File: config.mk
export PLATFORM = sky130hd
export DESIGN_NAME = radix_number_parser_unit_flat
export DESIGN_NICKNAME = d
export VERILOG_FILES = /design/src/rtl/core/rnp_pkg.sv /design/src/rtl/core/rnp_if.sv /design/src/rtl/core/rnp_step.sv /design/src/rtl/core/radix_number_parser_unit.sv /design/src/flat_wrapper.sv
export SDC_FILE = /design/constraint.sdc
export NUM_CORES = 1
export LEC_CHECK = 0
export BUFFER_PORTS_ARGS = -buffer_cell sky130_fd_sc_hd__buf_4
export CAP_MARGIN = 20
export CORE_ASPECT_RATIO = 1.1
export CORE_UTILIZATION = 65
export DETAILED_ROUTE_END_ITERATION = 10
export PLACE_DENSITY = 0.83
export SLEW_MARGIN = 15
export SYNTH_ARGS = -nofsm -noshare
export SYNTH_HDL_FRONTEND = slang
export SYNTH_SLANG_ARGS = --single-unit
File: constraint.sdc
create_clock -name clk -period 10.23 [get_ports clk]
set_clock_uncertainty 0.2 [all_clocks]
set_input_delay 1.023 -clock clk [delete_from_list [all_inputs] [get_ports clk]]
set_output_delay 1.023 -clock clk [all_outputs]
set_load 0.005 [all_outputs]
File: src/rtl/core/rnp_pkg.sv
// ----------------------------------------------------------------------------
// rnp_pkg
// Shared types and constants of the radix number parser: character codes,
// radix values, result status codes and the per-string state record.
// ----------------------------------------------------------------------------
package rnp_pkg;

	localparam int RadixWidth = 6;
	localparam int ValueWidth = 32;
	localparam int ConsumedWidth = 16;

	// Character codes
	localparam logic [7:0] CH_NUL = 8'h00;
	localparam logic [7:0] CH_ZERO = 8'h30;
	localparam logic [7:0] CH_NINE = 8'h39;
	localparam logic [7:0] CH_LOWER_A = 8'h61;
	localparam logic [7:0] CH_LOWER_Z = 8'h7A;
	localparam logic [7:0] CH_UPPER_A = 8'h41;
	localparam logic [7:0] CH_UPPER_Z = 8'h5A;
	localparam logic [7:0] CH_X = 8'h78;
	localparam logic [7:0] CH_O = 8'h6F;

	// Radix values
	localparam logic [RadixWidth-1:0] RADIX_DEFAULT = 6'd10;
	localparam logic [RadixWidth-1:0] RADIX_HEX = 6'd16;
	localparam logic [RadixWidth-1:0] RADIX_OCT = 6'd8;
	localparam logic [RadixWidth-1:0] LETTER_BASE = 6'd10;

	typedef enum logic [1:0] {
		ST_OK      = 2'd0,
		ST_EMPTY   = 2'd1,
		ST_INVALID = 2'd2,
		ST_RANGE   = 2'd3
	} status_t;

	// Per-string parse state (the character count travels on its own)
	typedef struct packed {
		logic [ValueWidth-1:0] acc;
		logic                  saw_zero;
		logic [RadixWidth-1:0] radix;
		logic                  skipping;
	} parse_state_t;

	typedef struct packed {
		logic [ValueWidth-1:0]    value;
		status_t                  status;
		logic [ConsumedWidth-1:0] consumed;
	} result_t;

endpackage

File: src/rtl/core/rnp_if.sv
// ----------------------------------------------------------------------------
// rnp_if
// Valid/ready channel interfaces of the radix number parser: character
// input, result output and the radix configuration write channel.
// ----------------------------------------------------------------------------
interface rnp_char_if;
	logic       valid;
	logic       ready;
	logic [7:0] ch;

	modport source (output valid, output ch, input ready);
	modport sink (input valid, input ch, output ready);
endinterface

interface rnp_result_if;
	logic        valid;
	logic        ready;
	logic [31:0] value;
	logic [1:0]  status;
	logic [15:0] consumed;

	modport source (output valid, output value, output status, output consumed, input ready);
	modport sink (input valid, input value, input status, input consumed, output ready);
endinterface

interface rnp_cfg_if;
	logic       valid;
	logic       ready;
	logic [5:0] requested_radix;

	modport source (output valid, output requested_radix, input ready);
	modport sink (input valid, input requested_radix, output ready);
endinterface

File: src/rtl/core/rnp_step.sv
// ----------------------------------------------------------------------------
// rnp_step
// Single-character parse step: decodes the byte, picks the radix in force,
// does the multiply-add and works out the next state and any result.
// ----------------------------------------------------------------------------
module rnp_step #(
	parameter int COUNT_WIDTH = 16
) (
	input  logic [7:0]                        ch,
	input  rnp_pkg::parse_state_t             st,
	input  logic [COUNT_WIDTH-1:0]            count,
	input  logic [rnp_pkg::RadixWidth-1:0]    req_radix,
	output rnp_pkg::parse_state_t             st_next,
	output logic [COUNT_WIDTH-1:0]            count_next,
	output logic                              emit,
	output rnp_pkg::result_t                  res
);

	logic                             at_start;
	logic [rnp_pkg::RadixWidth-1:0]   eff_radix;
	logic                             is_num;
	logic                             is_lower;
	logic                             is_upper;
	logic [rnp_pkg::RadixWidth-1:0]   digit;
	logic [COUNT_WIDTH-1:0]           count_inc;
	logic [rnp_pkg::ValueWidth-1:0]   mac;
	logic [31:0]                      count_ext;
	rnp_pkg::status_t                 status;

	// Latch radix from config at string start
	assign at_start = (count == '0) && !st.saw_zero;
	assign eff_radix = !at_start ? st.radix :
		(req_radix == '0) ? rnp_pkg::RADIX_DEFAULT : req_radix;

	// Decode the character class and digit value
	assign is_num = (ch >= rnp_pkg::CH_ZERO) && (ch <= rnp_pkg::CH_NINE);
	assign is_lower = (ch >= rnp_pkg::CH_LOWER_A) && (ch <= rnp_pkg::CH_LOWER_Z);
	assign is_upper = (ch >= rnp_pkg::CH_UPPER_A) && (ch <= rnp_pkg::CH_UPPER_Z);

	always_comb begin
		digit = '0;
		if (is_num) begin
			digit = rnp_pkg::RadixWidth'(ch - rnp_pkg::CH_ZERO);
		end else if (is_lower) begin
			digit = rnp_pkg::RadixWidth'(ch - rnp_pkg::CH_LOWER_A) + rnp_pkg::LETTER_BASE;
		end else if (is_upper) begin
			digit = rnp_pkg::RadixWidth'(ch - rnp_pkg::CH_UPPER_A) + rnp_pkg::LETTER_BASE;
		end
	end

	// Saturating count and wrapping multiply-add
	assign count_inc = (count == '1) ? count : count + COUNT_WIDTH'(1);
	assign mac = rnp_pkg::ValueWidth'(st.acc * rnp_pkg::ValueWidth'(eff_radix))
		+ rnp_pkg::ValueWidth'(digit);

	// Next state and result
	always_comb begin
		st_next = st;
		count_next = count;
		emit = 1'b0;
		status = rnp_pkg::ST_OK;
		if (st.skipping) begin
			if (ch == rnp_pkg::CH_NUL) begin
				st_next.skipping = 1'b0;
				st_next.acc = '0;
				st_next.saw_zero = 1'b0;
				count_next = '0;
			end
		end else begin
			st_next.radix = eff_radix;
			if (ch == rnp_pkg::CH_NUL) begin
				emit = 1'b1;
				status = (count == '0) ? rnp_pkg::ST_EMPTY : rnp_pkg::ST_OK;
				st_next.acc = '0;
				st_next.saw_zero = 1'b0;
				count_next = '0;
			end else if ((count == '0) && (ch == rnp_pkg::CH_ZERO)) begin
				st_next.saw_zero = 1'b1;
				count_next = count_inc;
			end else if (st.saw_zero && (count == COUNT_WIDTH'(1)) && (ch == rnp_pkg::CH_X)) begin
				st_next.radix = rnp_pkg::RADIX_HEX;
				count_next = count_inc;
			end else if (st.saw_zero && (count == COUNT_WIDTH'(1)) && (ch == rnp_pkg::CH_O)) begin
				st_next.radix = rnp_pkg::RADIX_OCT;
				count_next = count_inc;
			end else if (!(is_num || is_lower || is_upper)) begin
				emit = 1'b1;
				status = rnp_pkg::ST_INVALID;
				st_next.acc = '0;
				st_next.saw_zero = 1'b0;
				st_next.skipping = 1'b1;
				count_next = '0;
			end else if (digit >= eff_radix) begin
				emit = 1'b1;
				status = rnp_pkg::ST_RANGE;
				st_next.acc = '0;
				st_next.saw_zero = 1'b0;
				st_next.skipping = 1'b1;
				count_next = '0;
			end else begin
				st_next.acc = mac;
				count_next = count_inc;
			end
		end
	end

	// Report the state as it stood before this character
	assign count_ext = 32'(count);
	assign res.value = st.acc;
	assign res.status = status;
	assign res.consumed = count_ext[rnp_pkg::ConsumedWidth-1:0];

endmodule

File: src/rtl/core/radix_number_parser_unit.sv
// ----------------------------------------------------------------------------
// radix_number_parser_unit
// Parses an unsigned integer from a NUL-terminated byte stream, with an
// optional 0x / 0o prefix and a configurable default radix.
// ----------------------------------------------------------------------------
// Usage:
//   chars   : one character byte per item; a zero byte ends the string.
//   results : one item per string (value, status, consumed), given at the
//             terminator or at the first bad character; after an error the
//             rest of the string up to its zero byte is dropped silently.
//   cfg     : writes requested_radix (0 selects ten); always ready, takes
//             effect at the next string start. Write only while idle.
// Timing: a character enters the input register on accept and is parsed from
//   there by the single 32-bit multiply-add by the radix; the result register
//   loads at the end of the cycle in which that character advances, and the
//   result is shown from that register. One character per cycle is sustained,
//   except while the stall below holds a character in the input register.
// Stall: while a result waits untaken, characters that produce no result
//   still flow; a character that would produce a second result holds in the
//   input register and input ready drops until the result is taken.
// Reset: clears all parse state, the radix register to zero (ten) and both
//   valid flags; no clearing pass is needed.
// ----------------------------------------------------------------------------
module radix_number_parser_unit #(
	parameter int COUNT_WIDTH = 16
) (
	input  logic          clk,
	input  logic          arst_n,
	rnp_cfg_if.sink       cfg,
	rnp_char_if.sink      chars,
	rnp_result_if.source  results
);

	logic [7:0]                      ch_s1;
	logic                            valid_s1;
	rnp_pkg::parse_state_t           st_q;
	logic [COUNT_WIDTH-1:0]          count_q;
	logic [rnp_pkg::RadixWidth-1:0]  req_radix_q;
	rnp_pkg::result_t                res_q;
	logic                            out_valid_q;

	rnp_pkg::parse_state_t           st_next;
	logic [COUNT_WIDTH-1:0]          count_next;
	logic                            emit;
	rnp_pkg::result_t                res;
	logic                            out_free;
	logic                            advance;
	logic                            accept;

	rnp_step #(
		.COUNT_WIDTH (COUNT_WIDTH)
	) u_step (
		.ch         (ch_s1),
		.st         (st_q),
		.count      (count_q),
		.req_radix  (req_radix_q),
		.st_next    (st_next),
		.count_next (count_next),
		.emit       (emit),
		.res        (res)
	);

	// Handshake control
	assign out_free = !out_valid_q || results.ready;
	assign advance = valid_s1 && (!emit || out_free);
	assign chars.ready = !valid_s1 || advance;
	assign accept = chars.valid && chars.ready;
	assign cfg.ready = 1'b1;

	// Configuration register
	always_ff @(posedge clk or negedge arst_n) begin
		if (!arst_n) begin
			req_radix_q <= '0;
		end else if (cfg.valid) begin
			req_radix_q <= cfg.requested_radix;
		end
	end

	// Input register
	always_ff @(posedge clk or negedge arst_n) begin
		if (!arst_n) begin
			valid_s1 <= 1'b0;
		end else if (accept) begin
			valid_s1 <= 1'b1;
		end else if (advance) begin
			valid_s1 <= 1'b0;
		end
	end

	always_ff @(posedge clk) begin
		if (accept) begin
			ch_s1 <= chars.ch;
		end
	end

	// Parse state: advance once per processed character
	always_ff @(posedge clk or negedge arst_n) begin
		if (!arst_n) begin
			st_q.acc <= '0;
			st_q.saw_zero <= 1'b0;
			st_q.radix <= rnp_pkg::RADIX_DEFAULT;
			st_q.skipping <= 1'b0;
			count_q <= '0;
		end else if (advance) begin
			st_q <= st_next;
			count_q <= count_next;
		end
	end

	// Result register
	always_ff @(posedge clk or negedge arst_n) begin
		if (!arst_n) begin
			out_valid_q <= 1'b0;
		end else if (advance && emit) begin
			out_valid_q <= 1'b1;
		end else if (results.ready) begin
			out_valid_q <= 1'b0;
		end
	end

	always_ff @(posedge clk) begin
		if (advance && emit) begin
			res_q <= res;
		end
	end

	assign results.valid = out_valid_q;
	assign results.value = res_q.value;
	assign results.status = res_q.status;
	assign results.consumed = res_q.consumed;

endmodule

File: src/flat_wrapper.sv
// flat-port wrapper written by rule: the top's interface ports become plain ports
module radix_number_parser_unit_flat 
#(
	parameter int COUNT_WIDTH = 16
)
  (clk, arst_n, cfg_valid, cfg_requested_radix, cfg_ready, chars_valid, chars_ch, chars_ready, results_valid, results_value, results_status, results_consumed, results_ready);
  rnp_cfg_if cfg_i ();
  rnp_char_if chars_i ();
  rnp_result_if results_i ();
  input  logic clk;
  input  logic arst_n;
  input wire logic [$bits(cfg_i.valid)-1:0] cfg_valid;
  input wire logic [$bits(cfg_i.requested_radix)-1:0] cfg_requested_radix;
  output wire logic [$bits(cfg_i.ready)-1:0] cfg_ready;
  input wire logic [$bits(chars_i.valid)-1:0] chars_valid;
  input wire logic [$bits(chars_i.ch)-1:0] chars_ch;
  output wire logic [$bits(chars_i.ready)-1:0] chars_ready;
  output wire logic [$bits(results_i.valid)-1:0] results_valid;
  output wire logic [$bits(results_i.value)-1:0] results_value;
  output wire logic [$bits(results_i.status)-1:0] results_status;
  output wire logic [$bits(results_i.consumed)-1:0] results_consumed;
  input wire logic [$bits(results_i.ready)-1:0] results_ready;
  assign cfg_i.valid = cfg_valid;
  assign cfg_i.requested_radix = cfg_requested_radix;
  assign cfg_ready = cfg_i.ready;
  assign chars_i.valid = chars_valid;
  assign chars_i.ch = chars_ch;
  assign chars_ready = chars_i.ready;
  assign results_valid = results_i.valid;
  assign results_value = results_i.value;
  assign results_status = results_i.status;
  assign results_consumed = results_i.consumed;
  assign results_i.ready = results_ready;
  radix_number_parser_unit #(.COUNT_WIDTH(COUNT_WIDTH)) u_core (.clk(clk), .arst_n(arst_n), .cfg(cfg_i), .chars(chars_i), .results(results_i));
endmodule
==> results.py, run 1 <==
metrics = {
    "detailed_routing": {
        "dr.first_iter.drc_count": 473,
        "ant_nets": 0,
        "drc": 0,
        "vias": 8088,
        "wirelength_um": 25540,
        "drt-vias-per-instance": 6.193,
        "firstDrtPassIters": 6,
        "routedWlPerCell_um": 19.56,
    },
    "die": {
        "die_w_um": 125.8,
        "dieArea_mm2": 0.01740,
        "io_pins": 72,
        "initial_core_util": 0.6675,
        "core_area_mm2": 0.01643,
        "die_y_um": 138.2,
        "rows": 49,
    },
    "finish": {
        "stdcell_count": 1306,
        "fin_area_mm2": 0.01228,
        "area_growth_pct": 11.99,
        "drive_gt1_frac": 0.1515,
        "layout.nets": 1302,
        "diodes": 0,
        "fill_cells": 1107,
    },
    "yosys": {
        "syn_nets": 1239,
        "synth.avg_cell_area_um2": 10.69,
        "synth_flop_cell": "dfrtp_1",
        "synthArstFlopShare": 0.5246,
        "yosysSeqAreaShare": 0.3051,
        "synth_top_area_cell": "fa_1",
        "yosysMostFrequentCell": "nor2b_1",
        "synth_edf_count": 58,
        "ys_top_cells_by_count": "nor2b_1, fa_1, ha_1, nand2_1, dfrtp_1",
        "synth-seq-cells": 122,
        "syn_inst": 1026,
        "yosysUniqueCellTypes": 75,
        "synth_top_area_frac": 0.2044,
        "syn_area_mm2": 0.01097,
        "ys_warn_count": 0,
        "synth_area_leaders": "fa_1, edfxtp_1, dfrtp_1",
    },
    "clock_network": {
        "cts_root_buf": "clkbuf_16",
        "htreeDepth": 4,
        "clock-sinks": 122,
        "clock_latency_ns": 0.43,
        "postCtsSetupBuffers": 0,
        "clockBufferDepth": 2,
        "cts_tree": "done",
        "cts_resized": 0,
        "cts.reportedPaths.clkPinSlew_ns": 0.06,
        "cts_made_buffers": 17,
        "cts_hold_repair.buffers": 0,
    },
    "place": {
        "dp_hpwl_um": 17920,
        "numPortBuffers": 70,
        "place_area_mm2": 0.01163,
        "gp_congestion": 0.9596,
        "place_inst": 1274,
    },
    "timing": {
        "timing.slew.headroom": 0.3027,
        "hold_viol_final": 0,
        "worstMarginPinSlew_ns": 1.026,
        "tns_ns": 0,
        "fin_crit_sh": 0.7315,
        "max_freq_mhz": 133.6,
        "period_needed_ns": 7.484,
        "rsz0062_at_grt": "false",
        "setup_violations": 0,
        "finalMaxSlewViolations": 0,
    },
    "setup_path": {
        "rrSetupSlack_ns": 2.75,
        "cp.depth": 21,
        "worstSetupStartpointType": "flip-flop",
        "crit_top_cell": "fa_1",
        "critPathMaxStageDelay_ns": 0.92,
        "r2r_start": "u_core.count_q[3]",
        "r2r_end": "u_core.st_q[39]",
        "path_buf_inv": 3,
        "crit_chain": "nor4_1, nand4_2, mux2i_2, nand2b_1, fa_1, fa_1, inv_1, fa_1, inv_1, fa_1, inv_1, ha_1, o21ai_0, a21oi_1, o41ai_1, nor3_1, a31oi_1, a21oi_1, o41ai_1, xnor2_1, a22o_1",
        "worstPathMaxFanout": 16,
        "crit_arrival_ns": 7.61,
        "r2r_cells": 21,
        "crit_type": "flip-flop to flip-flop",
        "cp.required_ns": 10.35,
        "crit_slowest_cell": "mux2i_2",
        "crit_start": "u_core.count_q[3]",
        "path_delay_family": "adder cells",
        "critPathCapture": "u_core.st_q[39]",
        "end_kind": "flip-flop",
    },
    "worst_hold_path": {
        "hold_depth": 2,
        "hp-class": "flip-flop to flip-flop",
    },
    "global_route": {
        "grt_pass1_vias": 8486,
        "grt_util_all_layers": 0.3142,
        "grt_max_degree": 65,
        "overflow": 0,
        "antenna_found_initial": 0,
        "grt_pass1_wl_um": 42270,
    },
    "power_and_ir_drop": {
        "powerDensity_mw_per_mm2": 114.2,
        "ir_drop_uv": 124.3,
        "power_leakage_nw": 5.550,
        "total_power_w": 0.001402,
    },
    "outcome": {
        "status": "complete, no violations",
    },
    "job": {
        "max_cap_violations": 0,
    },
}
area by class of cell:
cell class              instances  area (um2)  share of cell area
multi-input cells             816        7236              0.5891
flip-flops and latches        122        3346              0.2724
repair buffers                 78       585.6             0.04768
clock buffers                  20       466.7             0.03800
well taps                     204       255.2             0.02078
inverters                      54       207.7             0.01691
clock inverters                12       185.2             0.01508
report_power, final:
part | total (W) | leakage [nW] | internal, W | switching [W]
sequential | 0.000609 | 1.36 | 0.000549 | 0.0000607
combinational | 0.000124 | 3.89 | 0.0000641 | 0.0000600
clock | 0.000669 | 0.306 | 0.000429 | 0.000239
tightest hold or removal path, stage by stage, from the launching register on:
cell and delay, ns:
dfstp_2 0.37, nand2_1 0.06, o31ai_1 0.06
cell families (layout without fill, tap and decap cells):
group | after synthesis | in the layout | share of synthesized area
buf+inv | 88 | 164 | 0.03719
simple gates | 387 | 387 | 0.1983
xor+xnor | 37 | 37 | 0.03080
fa+ha+maj | 194 | 194 | 0.2980
compound gates | 187 | 187 | 0.1201
mux | 10 | 10 | 0.01015
flops | 122 | 122 | 0.3051
other cells | 1 | 1 | 0.0003419
per-stage QoR:
step	hold WS (ns)	setup slack [ns]	utilization
after floorplan	0.2231	3.700	-
after global placement	0.2723	3.052	0.7078
after detailed placement	0.2818	2.825	0.7078
final	0.2996	2.746	0.7475
after CTS	0.2952	2.812	0.7475
after global routing	0.3041	2.272	0.7475
worst min path at each step:
| stage | startpoint | to |
|---|---|---|
| final | u_core.st_q[2] | u_core.st_q[2] |
| after global placement | u_core.st_q[1] | u_core.st_q[1] |
| after CTS | u_core.st_q[1] | u_core.st_q[1] |
| after detailed placement | u_core.st_q[1] | u_core.st_q[1] |
| after floorplan | u_core.count_q[11] | u_core.results.consumed[11] |
| after global routing | u_core.st_q[2] | u_core.st_q[2] |
flip-flops by register name, summed over array words and instances, names as in the netlist:
register	cells
u_core.results.consumed	16
u_core.results.status	2
u_core.results.valid	1
u_core.ch_s1	8
u_core.results.value	32
u_core.count_q	16
u_core.st_q	40
u_core.req_radix_q	6
u_core.valid_s1	1
layout by cell type (no fill, tap or decap), types with 5 or more instances in the layout:
master       n
a21o_1      18
a21oi_1     46
a22o_1       6
a31oi_1      9
and3_1       9
buf_4       78
clkbuf_16   17
dfrtp_1     62
edfxtp_1    58
fa_1       112
ha_1        82
inv_1       52
mux2_2       6
nand2_1     77
nand2b_1    29
nand3_1     19
nand4_1      5
nor2_1      31
nor2b_1    168
nor3_1      17
nor4_1       5
o21a_1       7
o21ai_0     29
o21ai_2     21
o21bai_1     5
o31ai_1      6
xnor2_1     21
xor2_1      15
layer usage:
layer  GRT usage  wire, um  vias to the layer above  part of all wire
met4      0.1376       763                        0             0.030
met5           0         0                        -                 0
met1      0.3906     10380                     4079              0.41
met2      0.5418     13170                      285              0.52
met3     0.05302      1221                       69             0.048
li1            -         -                     3655                 -
No activity file was read; power rests on OpenSTA's default activity.
==> run 2: changes to the inputs <==
CORE_UTILIZATION = 63   (was 65)
PLACE_DENSITY = 0.8   (was 0.83)
clock period = 7.65 ns   (was 10.23 ns; I/O delays follow)
==> results.py, run 2 (synthesized netlist as in run 1, its figures left out) <==
metrics = {
    "job": {
        "max_cap_violations": 0,
    },
    "detailed_routing": {
        "dr.first_iter.drc_count": 574,
        "drc": 0,
        "vias": 8031,
        "routedWlPerCell_um": 19.11,
        "wirelength_um": 25590,
        "ant_nets": 0,
        "drt-vias-per-instance": 5.998,
        "firstDrtPassIters": 7,
    },
    "power_and_ir_drop": {
        "power_frac_clock": 0.456,
        "powerDensity_mw_per_mm2": 146.5,
        "p_sw_frac": 0.2794,
        "intPower_w": 0.001299,
        "p_seq_frac": 0.451,
        "total_power_w": 0.001803,
        "power_leakage_nw": 5.557,
        "p_switching_w": 0.0005038,
        "combPwrFrac": 0.092,
        "ir_drop_uv": 153.5,
    },
    "timing": {
        "period_needed_ns": 7.247,
        "timing.slew.headroom": 0.3691,
        "hold_viol_final": 0,
        "rsz0062_at_grt": "false",
        "finalMaxSlewViolations": 0,
        "max_freq_mhz": 138.0,
        "tns_ns": 0,
        "setup_violations": 0,
        "fin_ws_ns": 0.4034,
        "worstMarginPinSlew_ns": 0.9365,
        "fin_crit_sh": 0.9473,
        "timing.hold.ws_ns": 0.2528,
    },
    "finish": {
        "fill_cells": 1246,
        "largest_reg_flops": 40,
        "final_common_cell": "nor2b_1",
        "drive_gt1_frac": 0.1538,
        "multiInputGateArea_mm2": 0.007252,
        "largest_register": "u_core.st_q",
        "final_util": 0.7231,
        "regArea_mm2": 0.003346,
        "area_growth_pct": 12.20,
        "final_cell_mix": "nor2b_1, fa_1, ha_1",
        "diodes": 0,
        "layout.nets": 1305,
    },
    "place": {
        "numPortBuffers": 70,
        "dp_hpwl_um": 18550,
        "gp_congestion": 0.9180,
        "pre_cts_ws_ns": 0.5640,
    },
    "die": {
        "core_area_mm2": 0.01702,
        "io_pins": 72,
        "die_y_um": 140.4,
        "rows": 50,
        "initial_core_util": 0.6445,
        "die_w_um": 127.8,
        "dieArea_mm2": 0.01794,
    },
    "setup_path": {
        "worstPathMaxFanout": 18,
        "r2r_cells": 22,
        "cp.required_ns": 7.77,
        "worstSetupStartpointType": "flip-flop",
        "end_kind": "flip-flop",
        "crit_arrival_ns": 7.37,
        "crit_type": "flip-flop to flip-flop",
    },
    "clock_network": {
        "cts_resized": 0,
        "cts.reportedPaths.clkPinSlew_ns": 0.07,
        "htreeDepth": 4,
        "clock-sinks": 122,
        "clockBufferDepth": 2,
        "cts_made_buffers": 17,
        "clock_latency_ns": 0.43,
        "cts_root_buf": "clkbuf_16",
        "cts_tree": "done",
        "postCtsSetupBuffers": 0,
        "cts_hold_repair.buffers": 0,
    },
    "global_route": {
        "grt_pass1_wl_um": 42800,
        "grt_max_degree": 65,
        "grt_util_all_layers": 0.3103,
        "grt_pass1_vias": 8385,
        "overflow": 0,
        "antenna_found_initial": 0,
    },
    "worst_hold_path": {
        "hp-class": "input port to async pin",
    },
    "outcome": {
        "status": "complete, no violations",
    },
}
-- run 2: through the flow --
step	instances	instance area (um2)
finish	1339	12300
global placement	1307	11700
global route	1339	12300
CTS	1339	12300
detailed placement	1307	11700
floorplan	1026	10970
-- run 2: power groups by stage --
stage                     combinational (W)  sequential, W  clock [W]
after floorplan                    0.000130       0.000786          0
after global placement             0.000158       0.000823          0
after detailed placement           0.000164       0.000824          0
after CTS                          0.000167       0.000811   0.000827
after global routing               0.000185       0.000821   0.000857
final                              0.000167       0.000814   0.000823
-- run 2: critical path, stage by stage, from the launching register on --
cell and delay, ns:
dfrtp_1 0.42, inv_1 0.14, ha_1 0.22, nor4b_1 0.40
nand4_2 0.34, or3_1 0.46, o21ai_2 0.27, buf_4 0.39
nor2b_1 0.10, fa_1 0.47, fa_1 0.52, fa_1 0.49
ha_1 0.31, ha_1 0.35, a21oi_1 0.28, o21bai_1 0.16
a21o_1 0.20, a21oi_1 0.23, a2bb2oi_1 0.24, o21ai_1 0.17
o21a_1 0.22, or3_1 0.30, a32o_1 0.25
-- run 2: final cells by class --
cell class,count,share of cell area
clock buffer,18,0.03661
timing repair buffer,81,0.04942
multi-input combinational,816,0.5894
sequential,122,0.2719
clock inverter,14,0.01200
tap,234,0.02380
inverter,54,0.01688
-- run 2: final timing paths --
kind	slack [ns]	end	startpoint
min in group clk	0.29	u_core.st_q[1]	u_core.st_q[1]
worst min register to register	0.29	u_core.st_q[1]	u_core.st_q[1]
worst max-delay path	0.40	u_core.st_q[34]	u_core.count_q[1]
max in group asynchronous	6.40	u_core.st_q[29]	arst_n
worst max register to register	0.40	u_core.st_q[34]	u_core.count_q[1]
worst min-delay path	0.25	u_core.count_q[2]	arst_n
-- run 2: routing by layer --
metal | track usage | share of wire
met5 | 0 | 0
met3 | 0.04469 | 0.045
met2 | 0.5180 | 0.51
met4 | 0.1288 | 0.028
met1 | 0.4065 | 0.42
